--- src/hdl/pvd_pkg.sv ---
package pvd_pkg;

    // configuration port
    localparam int CFG_IDX_W  = 3;
    localparam int CFG_DATA_W = 23;

    // register reset values
    localparam logic [15:0] RST_GAIN_P         = 16'd26214;
    localparam logic [15:0] RST_GAIN_I         = 16'd1311;
    localparam logic [15:0] RST_GAIN_D         = 16'd2621;
    localparam logic [11:0] RST_TOLERANCE      = 12'd64;
    localparam logic [22:0] RST_INTEGRAL_LIMIT = 23'd4800000;
    localparam logic [15:0] RST_RATE_LIMIT     = 16'd4800;
    localparam logic [15:0] RST_DRIVE_LIMIT    = 16'd4800;
    localparam logic [19:0] RST_FIRST_PAD_MS   = 20'd300000;

    // divider divisor width: elapsed ms plus first-step pad
    localparam int DIV_W = 21;
    // ms per second; also the integral term's scale
    localparam logic [DIV_W-1:0] MS_PER_S = 21'd1000;
    // Q0.16 gains
    localparam int GAIN_FRAC = 16;
    // integral state width
    localparam int INTEG_W = 24;

    typedef enum logic [CFG_IDX_W-1:0] {
        CFG_GAIN_P         = 3'd0,
        CFG_GAIN_I         = 3'd1,
        CFG_GAIN_D         = 3'd2,
        CFG_TOLERANCE      = 3'd3,
        CFG_INTEGRAL_LIMIT = 3'd4,
        CFG_RATE_LIMIT     = 3'd5,
        CFG_DRIVE_LIMIT    = 3'd6,
        CFG_FIRST_PAD_MS   = 3'd7
    } t_cfg_idx;

    typedef enum logic [1:0] {
        ACT_NONE    = 2'd0,
        ACT_ADD     = 2'd1,
        ACT_RELEASE = 2'd2,
        ACT_HOLD    = 2'd3
    } t_action;

    typedef enum logic [1:0] {
        MUL_ERR_MS = 2'd0,
        MUL_P      = 2'd1,
        MUL_D      = 2'd2,
        MUL_I      = 2'd3
    } t_mul_sel;

    typedef enum logic [3:0] {
        ST_IDLE,
        ST_CHECK,
        ST_MUL_I,
        ST_INT,
        ST_ACC_P,
        ST_DIV_D,
        ST_MUL_D,
        ST_ACC_D,
        ST_SCALE,
        ST_ACC_I,
        ST_OUT,
        ST_WAIT_Q,
        ST_FINISH
    } t_state;

    typedef struct packed {
        logic [15:0] gain_p;
        logic [15:0] gain_i;
        logic [15:0] gain_d;
        logic [11:0] tolerance;
        logic [22:0] integral_limit;
        logic [15:0] rate_limit;
        logic [15:0] drive_limit;
        logic [19:0] first_pad_ms;
    } t_cfg;

    typedef struct packed {
        logic     load;      // capture input item, form error
        t_mul_sel mul_sel;
        logic     prod_en;   // register multiplier product
        logic     der_prep;  // form |delta|*1000 and divisor
        logic     int_upd;   // update integral, start derivative divide
        logic     acc_load;
        logic     acc_add;
        logic     acc_scale; // acc *= 1000
        logic     d_cap;     // capture clamped derivative
        logic     out_prep;  // deadband compare, start output divide
        logic     commit;    // hand result over, update state
    } t_cmd;

    typedef struct packed {
        logic in_band;
        logic div_busy;
    } t_status;

endpackage

--- src/hdl/pvd_div.sv ---
module pvd_div #(
    parameter int NUM_W = 30
) (
    input  logic                      i_clk,
    input  logic                      i_rst_n,
    input  logic                      i_start,
    input  logic [NUM_W-1:0]          i_num,
    input  logic [pvd_pkg::DIV_W-1:0] i_den,
    output logic                      o_busy,
    output logic [NUM_W-1:0]          o_quot
);
    import pvd_pkg::*;

    // restoring division, two quotient bits per cycle
    localparam int STEPS = NUM_W / 2;
    localparam int CNT_W = $clog2(STEPS + 1);

    logic             r_busy;
    logic [CNT_W-1:0] r_cnt;
    logic [NUM_W-1:0] r_q;
    logic [DIV_W-1:0] r_rem;
    logic [DIV_W-1:0] r_den;

    logic [NUM_W-1:0] n_q;
    logic [DIV_W-1:0] n_rem;
    logic [DIV_W:0]   w_t;
    logic             w_ge;

    always_comb begin
        n_q   = r_q;
        n_rem = r_rem;
        w_t   = '0;
        w_ge  = 1'b0;
        for (int k = 0; k < 2; k++) begin
            w_t   = {n_rem, n_q[NUM_W-1]};
            w_ge  = (w_t >= {1'b0, r_den});
            n_q   = {n_q[NUM_W-2:0], w_ge};
            n_rem = w_ge ? DIV_W'(w_t - {1'b0, r_den}) : w_t[DIV_W-1:0];
        end
    end

    always_ff @(posedge i_clk) begin
        if (!i_rst_n) begin
            r_busy <= 1'b0;
            r_cnt  <= '0;
        end else if (i_start) begin
            r_busy <= 1'b1;
            r_cnt  <= CNT_W'(STEPS);
        end else if (r_busy) begin
            r_cnt <= r_cnt - 1'b1;
            if (r_cnt == CNT_W'(1)) begin
                r_busy <= 1'b0;
            end
        end
    end

    always_ff @(posedge i_clk) begin
        if (i_start) begin
            r_q   <= i_num;
            r_rem <= '0;
            r_den <= i_den;
        end else if (r_busy) begin
            r_q   <= n_q;
            r_rem <= n_rem;
        end
    end

    assign o_busy = r_busy;
    assign o_quot = r_q;

endmodule

--- src/hdl/pvd_datapath.sv ---
module pvd_datapath #(
    parameter int ANGLE_BITS = 14
) (
    input  logic                          i_clk,
    input  logic                          i_rst_n,
    input  pvd_pkg::t_cmd                 i_cmd,
    input  pvd_pkg::t_cfg                 i_cfg,
    input  logic                          i_start_run,
    input  logic signed [ANGLE_BITS-1:0]  i_target_angle,
    input  logic signed [ANGLE_BITS-1:0]  i_measured_angle,
    input  logic [15:0]                   i_elapsed_ms,
    output pvd_pkg::t_status              o_status,
    output pvd_pkg::t_action              o_action,
    output logic [15:0]                   o_drive_magnitude,
    output logic signed [ANGLE_BITS:0]    o_error_value
);
    import pvd_pkg::*;

    localparam int ERR_W = ANGLE_BITS + 1;
    localparam int MA_W  = ((ERR_W > INTEG_W) ? ERR_W : INTEG_W) + 1;
    localparam int MB_W  = 17;
    localparam int PW    = MA_W + MB_W;
    // P and D terms, +1 for their sum, +10 for *1000, +1 for the I term
    localparam int SW    = ((ERR_W + 17 > 34) ? ERR_W + 17 : 34) + 12;
    localparam int DN_W  = ERR_W + 11;
    localparam int NR    = (DN_W > SW - 16) ? DN_W : SW - 16;
    localparam int N_W   = NR + (NR % 2);
    localparam int TOLS_W = 12 + 10 + GAIN_FRAC;

    logic signed [ERR_W-1:0]   r_err;
    logic [15:0]               r_ms;
    logic signed [INTEG_W-1:0] r_integral;
    logic signed [ERR_W-1:0]   r_last;
    logic                      r_first;
    logic signed [PW-1:0]      r_prod;
    logic signed [SW-1:0]      r_acc;
    logic [N_W-1:0]            r_dnum;
    logic [DIV_W-1:0]          r_dden;
    logic                      r_dneg;
    logic                      r_dzero;
    logic                      r_divz;
    logic signed [16:0]        r_d;
    logic                      r_over;
    logic                      r_pos;

    logic [ERR_W-1:0]          w_abs_err;
    logic signed [ERR_W:0]     w_delta;
    logic [ERR_W:0]            w_abs_delta;
    logic [DN_W-1:0]           w_dx;
    logic [DN_W-1:0]           w_dx1000;
    logic [DIV_W-1:0]          w_dden;
    logic signed [MA_W-1:0]    w_ma;
    logic signed [MB_W-1:0]    w_mb;
    logic signed [PW-1:0]      w_prod;
    logic signed [PW:0]        w_isum;
    logic signed [PW:0]        w_ilim;
    logic signed [INTEG_W-1:0] w_integ_next;
    logic signed [SW-1:0]      w_prod_ext;
    logic [SW-1:0]             w_acc_abs;
    logic [21:0]               w_tol1000;
    logic [TOLS_W-1:0]         w_tols;
    logic [N_W-1:0]            w_quot;
    logic                      w_div_busy;
    logic                      w_div_start;
    logic [N_W-1:0]            w_div_num;
    logic [DIV_W-1:0]          w_div_den;
    logic [15:0]               w_dmag;

    // error deadband
    assign w_abs_err = r_err[ERR_W-1] ? ERR_W'(-r_err) : ERR_W'(r_err);
    assign o_status.in_band  = (w_abs_err <= ERR_W'(i_cfg.tolerance));
    assign o_status.div_busy = w_div_busy;

    // derivative numerator |delta| * 1000 and divisor
    assign w_delta     = {r_err[ERR_W-1], r_err} - {r_last[ERR_W-1], r_last};
    assign w_abs_delta = w_delta[ERR_W] ? (ERR_W+1)'(-w_delta) : (ERR_W+1)'(w_delta);
    assign w_dx        = DN_W'(w_abs_delta);
    assign w_dx1000    = (w_dx << 10) - (w_dx << 4) - (w_dx << 3);
    assign w_dden      = DIV_W'(r_ms) + (r_first ? DIV_W'(i_cfg.first_pad_ms) : '0);

    // shared multiplier
    always_comb begin
        case (i_cmd.mul_sel)
            MUL_ERR_MS: begin
                w_ma = MA_W'(r_err);
                w_mb = {1'b0, r_ms};
            end
            MUL_P: begin
                w_ma = MA_W'(r_err);
                w_mb = {1'b0, i_cfg.gain_p};
            end
            MUL_D: begin
                w_ma = MA_W'(r_d);
                w_mb = {1'b0, i_cfg.gain_d};
            end
            MUL_I: begin
                w_ma = MA_W'(r_integral);
                w_mb = {1'b0, i_cfg.gain_i};
            end
            default: begin
                w_ma = '0;
                w_mb = '0;
            end
        endcase
    end

    assign w_prod = w_ma * w_mb;

    // integral with symmetric clamp
    assign w_isum = (PW+1)'(r_integral) + (PW+1)'(r_prod);
    assign w_ilim = (PW+1)'({1'b0, i_cfg.integral_limit});

    always_comb begin
        if (w_isum > w_ilim) begin
            w_integ_next = INTEG_W'(w_ilim);
        end else if (w_isum < -w_ilim) begin
            w_integ_next = INTEG_W'(-w_ilim);
        end else begin
            w_integ_next = INTEG_W'(w_isum);
        end
    end

    assign w_prod_ext = SW'(r_prod);

    // output deadband: |S| > tolerance * 65536000
    assign w_acc_abs = r_acc[SW-1] ? SW'(-r_acc) : SW'(r_acc);
    assign w_tol1000 = (22'(i_cfg.tolerance) << 10) - (22'(i_cfg.tolerance) << 4)
                     - (22'(i_cfg.tolerance) << 3);
    assign w_tols    = {w_tol1000, {GAIN_FRAC{1'b0}}};

    // clamped derivative magnitude
    always_comb begin
        if (r_dzero) begin
            w_dmag = '0;
        end else if (r_divz || (w_quot > N_W'(i_cfg.rate_limit))) begin
            w_dmag = i_cfg.rate_limit;
        end else begin
            w_dmag = w_quot[15:0];
        end
    end

    // divider shared between derivative and output scaling
    assign w_div_start = i_cmd.int_upd || i_cmd.out_prep;
    assign w_div_num   = i_cmd.out_prep ? N_W'(w_acc_abs[SW-1:GAIN_FRAC]) : r_dnum;
    assign w_div_den   = i_cmd.out_prep ? MS_PER_S : r_dden;

    pvd_div #(
        .NUM_W (N_W)
    ) u_div (
        .i_clk   (i_clk),
        .i_rst_n (i_rst_n),
        .i_start (w_div_start),
        .i_num   (w_div_num),
        .i_den   (w_div_den),
        .o_busy  (w_div_busy),
        .o_quot  (w_quot)
    );

    // run state
    always_ff @(posedge i_clk) begin
        if (!i_rst_n) begin
            r_integral <= '0;
            r_last     <= '0;
            r_first    <= 1'b1;
        end else if (i_cmd.load) begin
            if (i_start_run) begin
                r_integral <= '0;
                r_last     <= '0;
                r_first    <= 1'b1;
            end
        end else if (i_cmd.int_upd) begin
            r_integral <= w_integ_next;
        end else if (i_cmd.commit) begin
            r_last  <= r_err;
            r_first <= 1'b0;
        end
    end

    // working registers
    always_ff @(posedge i_clk) begin
        if (i_cmd.load) begin
            r_err <= {i_target_angle[ANGLE_BITS-1], i_target_angle}
                   - {i_measured_angle[ANGLE_BITS-1], i_measured_angle};
            r_ms  <= i_elapsed_ms;
        end
        if (i_cmd.prod_en) begin
            r_prod <= w_prod;
        end
        if (i_cmd.der_prep) begin
            r_dnum  <= N_W'(w_dx1000);
            r_dden  <= w_dden;
            r_dneg  <= w_delta[ERR_W];
            r_dzero <= (w_delta == '0);
            r_divz  <= (w_dden == '0);
        end
        if (i_cmd.d_cap) begin
            r_d <= r_dneg ? -{1'b0, w_dmag} : {1'b0, w_dmag};
        end
        if (i_cmd.acc_load) begin
            r_acc <= w_prod_ext;
        end else if (i_cmd.acc_add) begin
            r_acc <= r_acc + w_prod_ext;
        end else if (i_cmd.acc_scale) begin
            r_acc <= (r_acc <<< 10) - (r_acc <<< 4) - (r_acc <<< 3);
        end
        if (i_cmd.out_prep) begin
            r_over <= (w_acc_abs > SW'(w_tols));
            r_pos  <= !r_acc[SW-1];
        end
    end

    // result
    always_comb begin
        if (o_status.in_band || r_first) begin
            o_action          = ACT_NONE;
            o_drive_magnitude = '0;
        end else if (!r_over) begin
            o_action          = ACT_HOLD;
            o_drive_magnitude = '0;
        end else begin
            o_action          = r_pos ? ACT_ADD : ACT_RELEASE;
            o_drive_magnitude = (w_quot > N_W'(i_cfg.drive_limit)) ?
                                i_cfg.drive_limit : w_quot[15:0];
        end
    end

    assign o_error_value = r_err;

endmodule

--- src/hdl/pvd_ctrl.sv ---
module pvd_ctrl (
    input  logic             i_clk,
    input  logic             i_rst_n,
    input  logic             i_in_valid,
    input  logic             i_out_free,
    input  pvd_pkg::t_status i_status,
    output logic             o_in_ready,
    output pvd_pkg::t_cmd    o_cmd
);
    import pvd_pkg::*;

    t_state r_state;
    t_state n_state;

    always_ff @(posedge i_clk) begin
        if (!i_rst_n) begin
            r_state <= ST_IDLE;
        end else begin
            r_state <= n_state;
        end
    end

    always_comb begin
        n_state = r_state;
        case (r_state)
            ST_IDLE:   if (i_in_valid) n_state = ST_CHECK;
            ST_CHECK:  n_state = i_status.in_band ? ST_FINISH : ST_MUL_I;
            ST_MUL_I:  n_state = ST_INT;
            ST_INT:    n_state = ST_ACC_P;
            ST_ACC_P:  n_state = ST_DIV_D;
            ST_DIV_D:  if (!i_status.div_busy) n_state = ST_MUL_D;
            ST_MUL_D:  n_state = ST_ACC_D;
            ST_ACC_D:  n_state = ST_SCALE;
            ST_SCALE:  n_state = ST_ACC_I;
            ST_ACC_I:  n_state = ST_OUT;
            ST_OUT:    n_state = ST_WAIT_Q;
            ST_WAIT_Q: if (!i_status.div_busy) n_state = ST_FINISH;
            ST_FINISH: if (i_out_free) n_state = ST_IDLE;
            default:   n_state = ST_IDLE;
        endcase
    end

    always_comb begin
        o_cmd      = '0;
        o_in_ready = 1'b0;
        case (r_state)
            ST_IDLE: begin
                o_in_ready = 1'b1;
                o_cmd.load = i_in_valid;
            end
            ST_MUL_I: begin
                o_cmd.mul_sel  = MUL_ERR_MS;
                o_cmd.prod_en  = 1'b1;
                o_cmd.der_prep = 1'b1;
            end
            ST_INT: begin
                o_cmd.int_upd = 1'b1;
                o_cmd.mul_sel = MUL_P;
                o_cmd.prod_en = 1'b1;
            end
            ST_ACC_P: o_cmd.acc_load = 1'b1;
            ST_DIV_D: o_cmd.d_cap = !i_status.div_busy;
            ST_MUL_D: begin
                o_cmd.mul_sel = MUL_D;
                o_cmd.prod_en = 1'b1;
            end
            ST_ACC_D: begin
                o_cmd.acc_add = 1'b1;
                o_cmd.mul_sel = MUL_I;
                o_cmd.prod_en = 1'b1;
            end
            ST_SCALE:  o_cmd.acc_scale = 1'b1;
            ST_ACC_I:  o_cmd.acc_add = 1'b1;
            ST_OUT:    o_cmd.out_prep = 1'b1;
            ST_FINISH: o_cmd.commit = i_out_free;
            default: begin
                o_cmd = '0;
            end
        endcase
    end

endmodule

--- src/hdl/pid_valve_drive_controller.sv ---
// An error inside the deadband goes from input transfer straight to the result; any other
//   error passes the multiply, integral, derivative divide, accumulate and output divide steps.
// Throughput: one item at a time; the serial divider (two quotient bits per cycle) runs twice
//   per item outside the deadband, once for the derivative and once to scale the output.
// Reset: synchronous, active low; configuration registers return to their defaults, the
//   integral and previous error clear and the next step is treated as the first.
module pid_valve_drive_controller #(
    parameter int ANGLE_BITS = 14
) (
    input  logic                                   i_clk,
    input  logic                                   i_rst_n,
    // configuration writes
    input  logic                                   i_cfg_wr_en,
    input  logic [pvd_pkg::CFG_IDX_W-1:0]          i_cfg_index,
    input  logic [pvd_pkg::CFG_DATA_W-1:0]         i_cfg_wdata,
    // control tick in
    input  logic                                   s_axis_tvalid,
    output logic                                   s_axis_tready,
    // target_angle, measured_angle, elapsed_ms (lowest bits first), zero padded
    input  logic [((2*ANGLE_BITS+16+7)/8)*8-1:0]   s_axis_tdata,
    // start_run
    input  logic                                   s_axis_tuser,
    // valve command out
    output logic                                   m_axis_tvalid,
    input  logic                                   m_axis_tready,
    // drive_magnitude, error_value (lowest bits first), zero padded
    output logic [((16+ANGLE_BITS+1+7)/8)*8-1:0]   m_axis_tdata,
    // action
    output logic [1:0]                             m_axis_tuser
);
    import pvd_pkg::*;

    localparam int OUT_DATA_W = ((16 + ANGLE_BITS + 1 + 7) / 8) * 8;

    t_cfg    r_cfg;
    t_cmd    w_cmd;
    t_status w_status;
    t_action w_action;
    logic [15:0]                w_mag;
    logic signed [ANGLE_BITS:0] w_err;
    logic                       w_out_free;

    logic                  r_m_valid;
    logic [OUT_DATA_W-1:0] r_m_data;
    logic [1:0]            r_m_user;

    // configuration registers; writes must arrive only while idle, which the block does not enforce
    always_ff @(posedge i_clk) begin
        if (!i_rst_n) begin
            r_cfg.gain_p         <= RST_GAIN_P;
            r_cfg.gain_i         <= RST_GAIN_I;
            r_cfg.gain_d         <= RST_GAIN_D;
            r_cfg.tolerance      <= RST_TOLERANCE;
            r_cfg.integral_limit <= RST_INTEGRAL_LIMIT;
            r_cfg.rate_limit     <= RST_RATE_LIMIT;
            r_cfg.drive_limit    <= RST_DRIVE_LIMIT;
            r_cfg.first_pad_ms   <= RST_FIRST_PAD_MS;
        end else if (i_cfg_wr_en) begin
            case (t_cfg_idx'(i_cfg_index))
                CFG_GAIN_P:         r_cfg.gain_p         <= i_cfg_wdata[15:0];
                CFG_GAIN_I:         r_cfg.gain_i         <= i_cfg_wdata[15:0];
                CFG_GAIN_D:         r_cfg.gain_d         <= i_cfg_wdata[15:0];
                CFG_TOLERANCE:      r_cfg.tolerance      <= i_cfg_wdata[11:0];
                CFG_INTEGRAL_LIMIT: r_cfg.integral_limit <= i_cfg_wdata[22:0];
                CFG_RATE_LIMIT:     r_cfg.rate_limit     <= i_cfg_wdata[15:0];
                CFG_DRIVE_LIMIT:    r_cfg.drive_limit    <= i_cfg_wdata[15:0];
                CFG_FIRST_PAD_MS:   r_cfg.first_pad_ms   <= i_cfg_wdata[19:0];
                default: begin
                    r_cfg <= r_cfg;
                end
            endcase
        end
    end

    // result slot may be refilled in the same cycle as its transfer
    assign w_out_free = !r_m_valid || m_axis_tready;

    pvd_ctrl u_ctrl (
        .i_clk      (i_clk),
        .i_rst_n    (i_rst_n),
        .i_in_valid (s_axis_tvalid),
        .i_out_free (w_out_free),
        .i_status   (w_status),
        .o_in_ready (s_axis_tready),
        .o_cmd      (w_cmd)
    );

    pvd_datapath #(
        .ANGLE_BITS (ANGLE_BITS)
    ) u_dp (
        .i_clk             (i_clk),
        .i_rst_n           (i_rst_n),
        .i_cmd             (w_cmd),
        .i_cfg             (r_cfg),
        .i_start_run       (s_axis_tuser),
        .i_target_angle    (s_axis_tdata[ANGLE_BITS-1:0]),
        .i_measured_angle  (s_axis_tdata[2*ANGLE_BITS-1:ANGLE_BITS]),
        .i_elapsed_ms      (s_axis_tdata[2*ANGLE_BITS+15:2*ANGLE_BITS]),
        .o_status          (w_status),
        .o_action          (w_action),
        .o_drive_magnitude (w_mag),
        .o_error_value     (w_err)
    );

    // output register: frees the core for the next tick while the result waits
    always_ff @(posedge i_clk) begin
        if (!i_rst_n) begin
            r_m_valid <= 1'b0;
        end else if (w_cmd.commit) begin
            r_m_valid <= 1'b1;
        end else if (m_axis_tready) begin
            r_m_valid <= 1'b0;
        end
    end

    always_ff @(posedge i_clk) begin
        if (w_cmd.commit) begin
            r_m_data <= OUT_DATA_W'({w_err, w_mag});
            r_m_user <= w_action;
        end
    end

    assign m_axis_tvalid = r_m_valid;
    assign m_axis_tdata  = r_m_data;
    assign m_axis_tuser  = r_m_user;

endmodule

--- config.mk ---
export PLATFORM = sky130hd
export DESIGN_NAME = pid_valve_drive_controller
export DESIGN_NICKNAME = d
export VERILOG_FILES = /design/src/hdl/pvd_pkg.sv /design/src/hdl/pvd_div.sv /design/src/hdl/pvd_datapath.sv /design/src/hdl/pvd_ctrl.sv /design/src/hdl/pid_valve_drive_controller.sv
export SDC_FILE = /design/constraint.sdc
export NUM_CORES = 2
export LEC_CHECK = 0
export CORE_MARGIN = 2
export CORE_UTILIZATION = 67
export DETAILED_ROUTE_END_ITERATION = 8
export DONT_BUFFER_PORTS = 1
export GPL_ROUTABILITY_DRIVEN = 0
export GPL_TIMING_DRIVEN = 0
export PLACE_DENSITY_LB_ADDON = 0.3
export SLEW_MARGIN = 10
export SYNTH_ARGS = -nofsm -noshare
export SYNTH_HDL_FRONTEND = slang
export SYNTH_HIERARCHICAL = 1
export SYNTH_SLANG_ARGS = --single-unit
--- constraint.sdc ---
create_clock -name i_clk -period 11.6 [get_ports i_clk]
set_clock_uncertainty 0.2 [all_clocks]
set_input_delay 0.58 -clock i_clk [delete_from_list [all_inputs] [get_ports i_clk]]
set_output_delay 0.58 -clock i_clk [all_outputs]
set_load 0.1 [all_outputs]
==> flow_metrics.env <==
export IMPL_post_synth_num_cell_types=113
export IMPL_final_cells=7501
export IMPL_hold_viol=0
export IMPL_ctsHtreeMaxLevel=2
export IMPL_grt_pass1_vias=48403
export IMPL_cts_buffers=51
export IMPL_syn_instance_count=6277
export IMPL_post_synthesis_cell_area_mm2=0.0556
export IMPL_initial_core_util_pct=67.7
export IMPL_share_of_cells_above_drive_strength_1_pct=5.32
export IMPL_core_area_mm2=0.0821
export IMPL_post_cts_repair_setup_buffers=0
export IMPL_dieWidth_um=292
export IMPL_row_count=105
export IMPL_timing_final_crit_period_ps=11190
export IMPL_postLayoutSetupSlackWorst_ps=407
export IMPL_max_clock_path_buffers=3
export IMPL_timing_final_crit_share_pct=96.5
export IMPL_synth_edf_count=269
export IMPL_grt_setup_unrepaired="no"
export IMPL_grt_use_total_pct=40.5
export IMPL_ys_warn_count=6
export IMPL_synth_flop_cell="sky130_fd_sc_hd__edfxtp_1"
export IMPL_hold_worst_slack_ps=28.8
export IMPL_grt_pass1_wl_mm=268
export IMPL_run_status="finished, final reports clean"
export IMPL_cts_sink_count=475
export IMPL_num_nets_final=7448
export IMPL_ys_seq_area_share_pct=22.0
export IMPL_dieArea_mm2=0.0853
export IMPL_required_ps=11750
export IMPL_clk_root_buffer_cell="sky130_fd_sc_hd__clkbuf_16"
export IMPL_cts_tree="done"
export IMPL_synthesis_area_per_instance_um2=8.85
export IMPL_worstHoldPathType="primary input to flip-flop"
export IMPL_final_antenna_net_count=0
export IMPL_rr_worst_depth=31
export IMPL_worstSetupPathType="flip-flop to flip-flop"
export IMPL_final_max_slew_viol_count=0
export IMPL_port_buffers=0
export IMPL_layout_area_overhead_vs_synth_pct=6.51
export IMPL_largest_driver_fanout_on_the_critical_path=10
export IMPL_reported_max_cap_violation_count=0
export IMPL_worstPathArrival_ps=11340
export IMPL_hold_depth=2
export IMPL_crit_path_start_kind="flip-flop"
export IMPL_achievable_frequency_ghz=0.0893
export IMPL_ioPinCount=116
export IMPL_synth_fp_nets=7343
export IMPL_post_dp_hpwl_mm=138
export IMPL_crit_path_end_kind="flip-flop"
export IMPL_insertion_delay_ps=640
export IMPL_ff_latch_count_synth=475
export IMPL_wl_per_cell_um=23.4
export IMPL_route_vias_total=49056
export IMPL_grt_start_max_net_pins=37
export IMPL_grt_antenna_before_repair=8
export IMPL_worst_path_most_repeated_cell="sky130_fd_sc_hd__fa_1"
export IMPL_global_route_overflow_total=0
export IMPL_vias_per_instance=6.54
export IMPL_dpl_ws_ps=606
export IMPL_placed_cells_incl_taps=7363
export IMPL_async_flop_share_pct=0
export IMPL_maxSlewHeadroom_pct=17.1
export IMPL_wl_mm=175
export IMPL_drc=0
export IMPL_critPathMaxStageDelay_ps=810
export IMPL_critical_path_slowest_cell="sky130_fd_sc_hd__buf_1"
export IMPL_setup_viol_count_final=0
export IMPL_drt_pass1_iterations=9
export IMPL_die_y_um=292
export IMPL_drt_iter0_drc=5458
export IMPL_cts_clk_pin_slew_worst_paths_ps=60
export IMPL_tightestPinTransition_ps=1240
-- layout make-up --
| type | count | area (um2) |
|---|---|---|
| multi-input cells | 4774 | 39400 |
| fillers | 5876 | 22900 |
| flip-flops and latches | 475 | 12200 |
| inverters | 780 | 2930 |
| clock buffers | 71 | 1420 |
| well taps | 1070 | 1340 |
| plain buffers | 248 | 1050 |
| repair buffers | 52 | 553 |
| clock inverters | 25 | 253 |
| diodes | 6 | 15.0 |
-- placed cells by master, fill, tap and decap left out, types with 95 or more instances in the layout --
cell type	count
sky130_fd_sc_hd__mux2i_1	217
sky130_fd_sc_hd__nor3_1	95
sky130_fd_sc_hd__nand2_1	613
sky130_fd_sc_hd__a21oi_1	352
sky130_fd_sc_hd__edfxtp_1	269
sky130_fd_sc_hd__fa_1	437
sky130_fd_sc_hd__inv_1	778
sky130_fd_sc_hd__nor2_1	433
sky130_fd_sc_hd__dfxtp_1	206
sky130_fd_sc_hd__and2_1	100
sky130_fd_sc_hd__a21o_1	140
sky130_fd_sc_hd__nand3_1	113
sky130_fd_sc_hd__ha_1	549
sky130_fd_sc_hd__clkbuf_1	198
sky130_fd_sc_hd__o21ai_0	252
sky130_fd_sc_hd__nor2b_1	165
sky130_fd_sc_hd__xnor2_1	244
-- worst paths after layout --
check,startpoint,endpoint,slack (ps)
worst min register to register,r_cfg[4],r_cfg[4],260
worst max-delay path,u_ctrl/r_state[1],u_dp/r_prod[39],410
worst max register to register,u_ctrl/r_state[1],u_dp/r_prod[39],410
worst min-delay path,i_cfg_wdata[17],r_cfg[17],30
-- timing repair --
action	CTS	global route
endpoints found under the setup margin	0	3
resized for setup	0	2
hold buffers	36	0
endpoints found under the hold margin	56	0
-- worst max-delay path, delay by kind of cell, from the launching register on --
family	cells	cell delay, ps
fa+ha+maj	7	3530
mux	1	270
buf+inv	9	2820
flops	1	430
compound gates	6	1890
simple gates	8	1750
-- registers in the layout, indices dropped and copies added, names as in the netlist, 2 cells and up --
register            flops
u_dp/u_div/r_cnt        4
u_ctrl/r_state          4
m_axis_tuser            2
u_dp/r_prod            42
u_dp/r_ms              16
u_dp/r_last            15
u_dp/u_div/o_quot      30
u_dp/o_error_value     15
u_dp/u_div/r_rem       21
u_dp/r_acc             46
m_axis_tdata           31
u_dp/r_integral        24
r_cfg                 135
u_dp/r_d               17
u_dp/r_dden            21
u_dp/r_dnum            23
u_dp/u_div/r_den       21
-- layer usage --
layer	track usage, %	routed length [um]	vias up
li1	-	-	21797
met1	50.2	63600	23291
met2	62.3	75600	3142
met3	11.8	23000	824
met4	25.0	13300	2
met5	0	14	-
-- metrics by stage --
| step | setup TNS, ps | instance area [um2] | utilization (%) |
|---|---|---|---|
| after floorplan | 0 | 55600 | - |
| after global placement | -16190 | 56900 | 69.3 |
| after detailed placement | 0 | 57100 | 69.6 |
| after CTS | 0 | 59200 | 72.1 |
| after global routing | 0 | 59200 | 72.1 |
| final | 0 | 59200 | 72.1 |
-- synthesized netlist by cell type (all sizes together) (44+ instances only) --
library cell	count	area share [%]
a21o	140	1.9
nand2b	61	0.69
dfxtp	206	7.4
fa	437	16
o21ai	272	2.5
nor3	99	0.94
xnor2	244	3.8
inv	779	5.3
edfxtp	269	15
o21a	62	0.84
mux2	83	1.7
ha	549	12
xor2	91	1.4
nand3	115	1.1
a21oi	361	3.4
a31oi	44	0.59
mux2i	217	3.9
nor2b	166	1.9
nor2	434	2.9
nand4	57	0.64
clkbuf	184	1.2
and2	103	1.2
buf	64	0.64
a211oi	49	0.66
nand2	613	4.1
-- kinds of logic (layout without fill, tap and decap cells) --
| group | after synthesis | count (layout) | share of synthesized area (%) |
|---|---|---|---|
| xor+xnor | 335 | 335 | 5.28 |
| other cells | 1 | 7 | 0.00675 |
| simple gates | 1873 | 1873 | 16.4 |
| compound gates | 1268 | 1268 | 15.1 |
| flops | 475 | 475 | 22.0 |
| mux | 311 | 311 | 6.04 |
| fa+ha+maj | 986 | 986 | 28.1 |
| buf+inv | 1028 | 1176 | 7.16 |
Power is left out: the tool's default activity adds up to more than one toggle a clock period on the data nets, which glitch-free logic cannot reach.
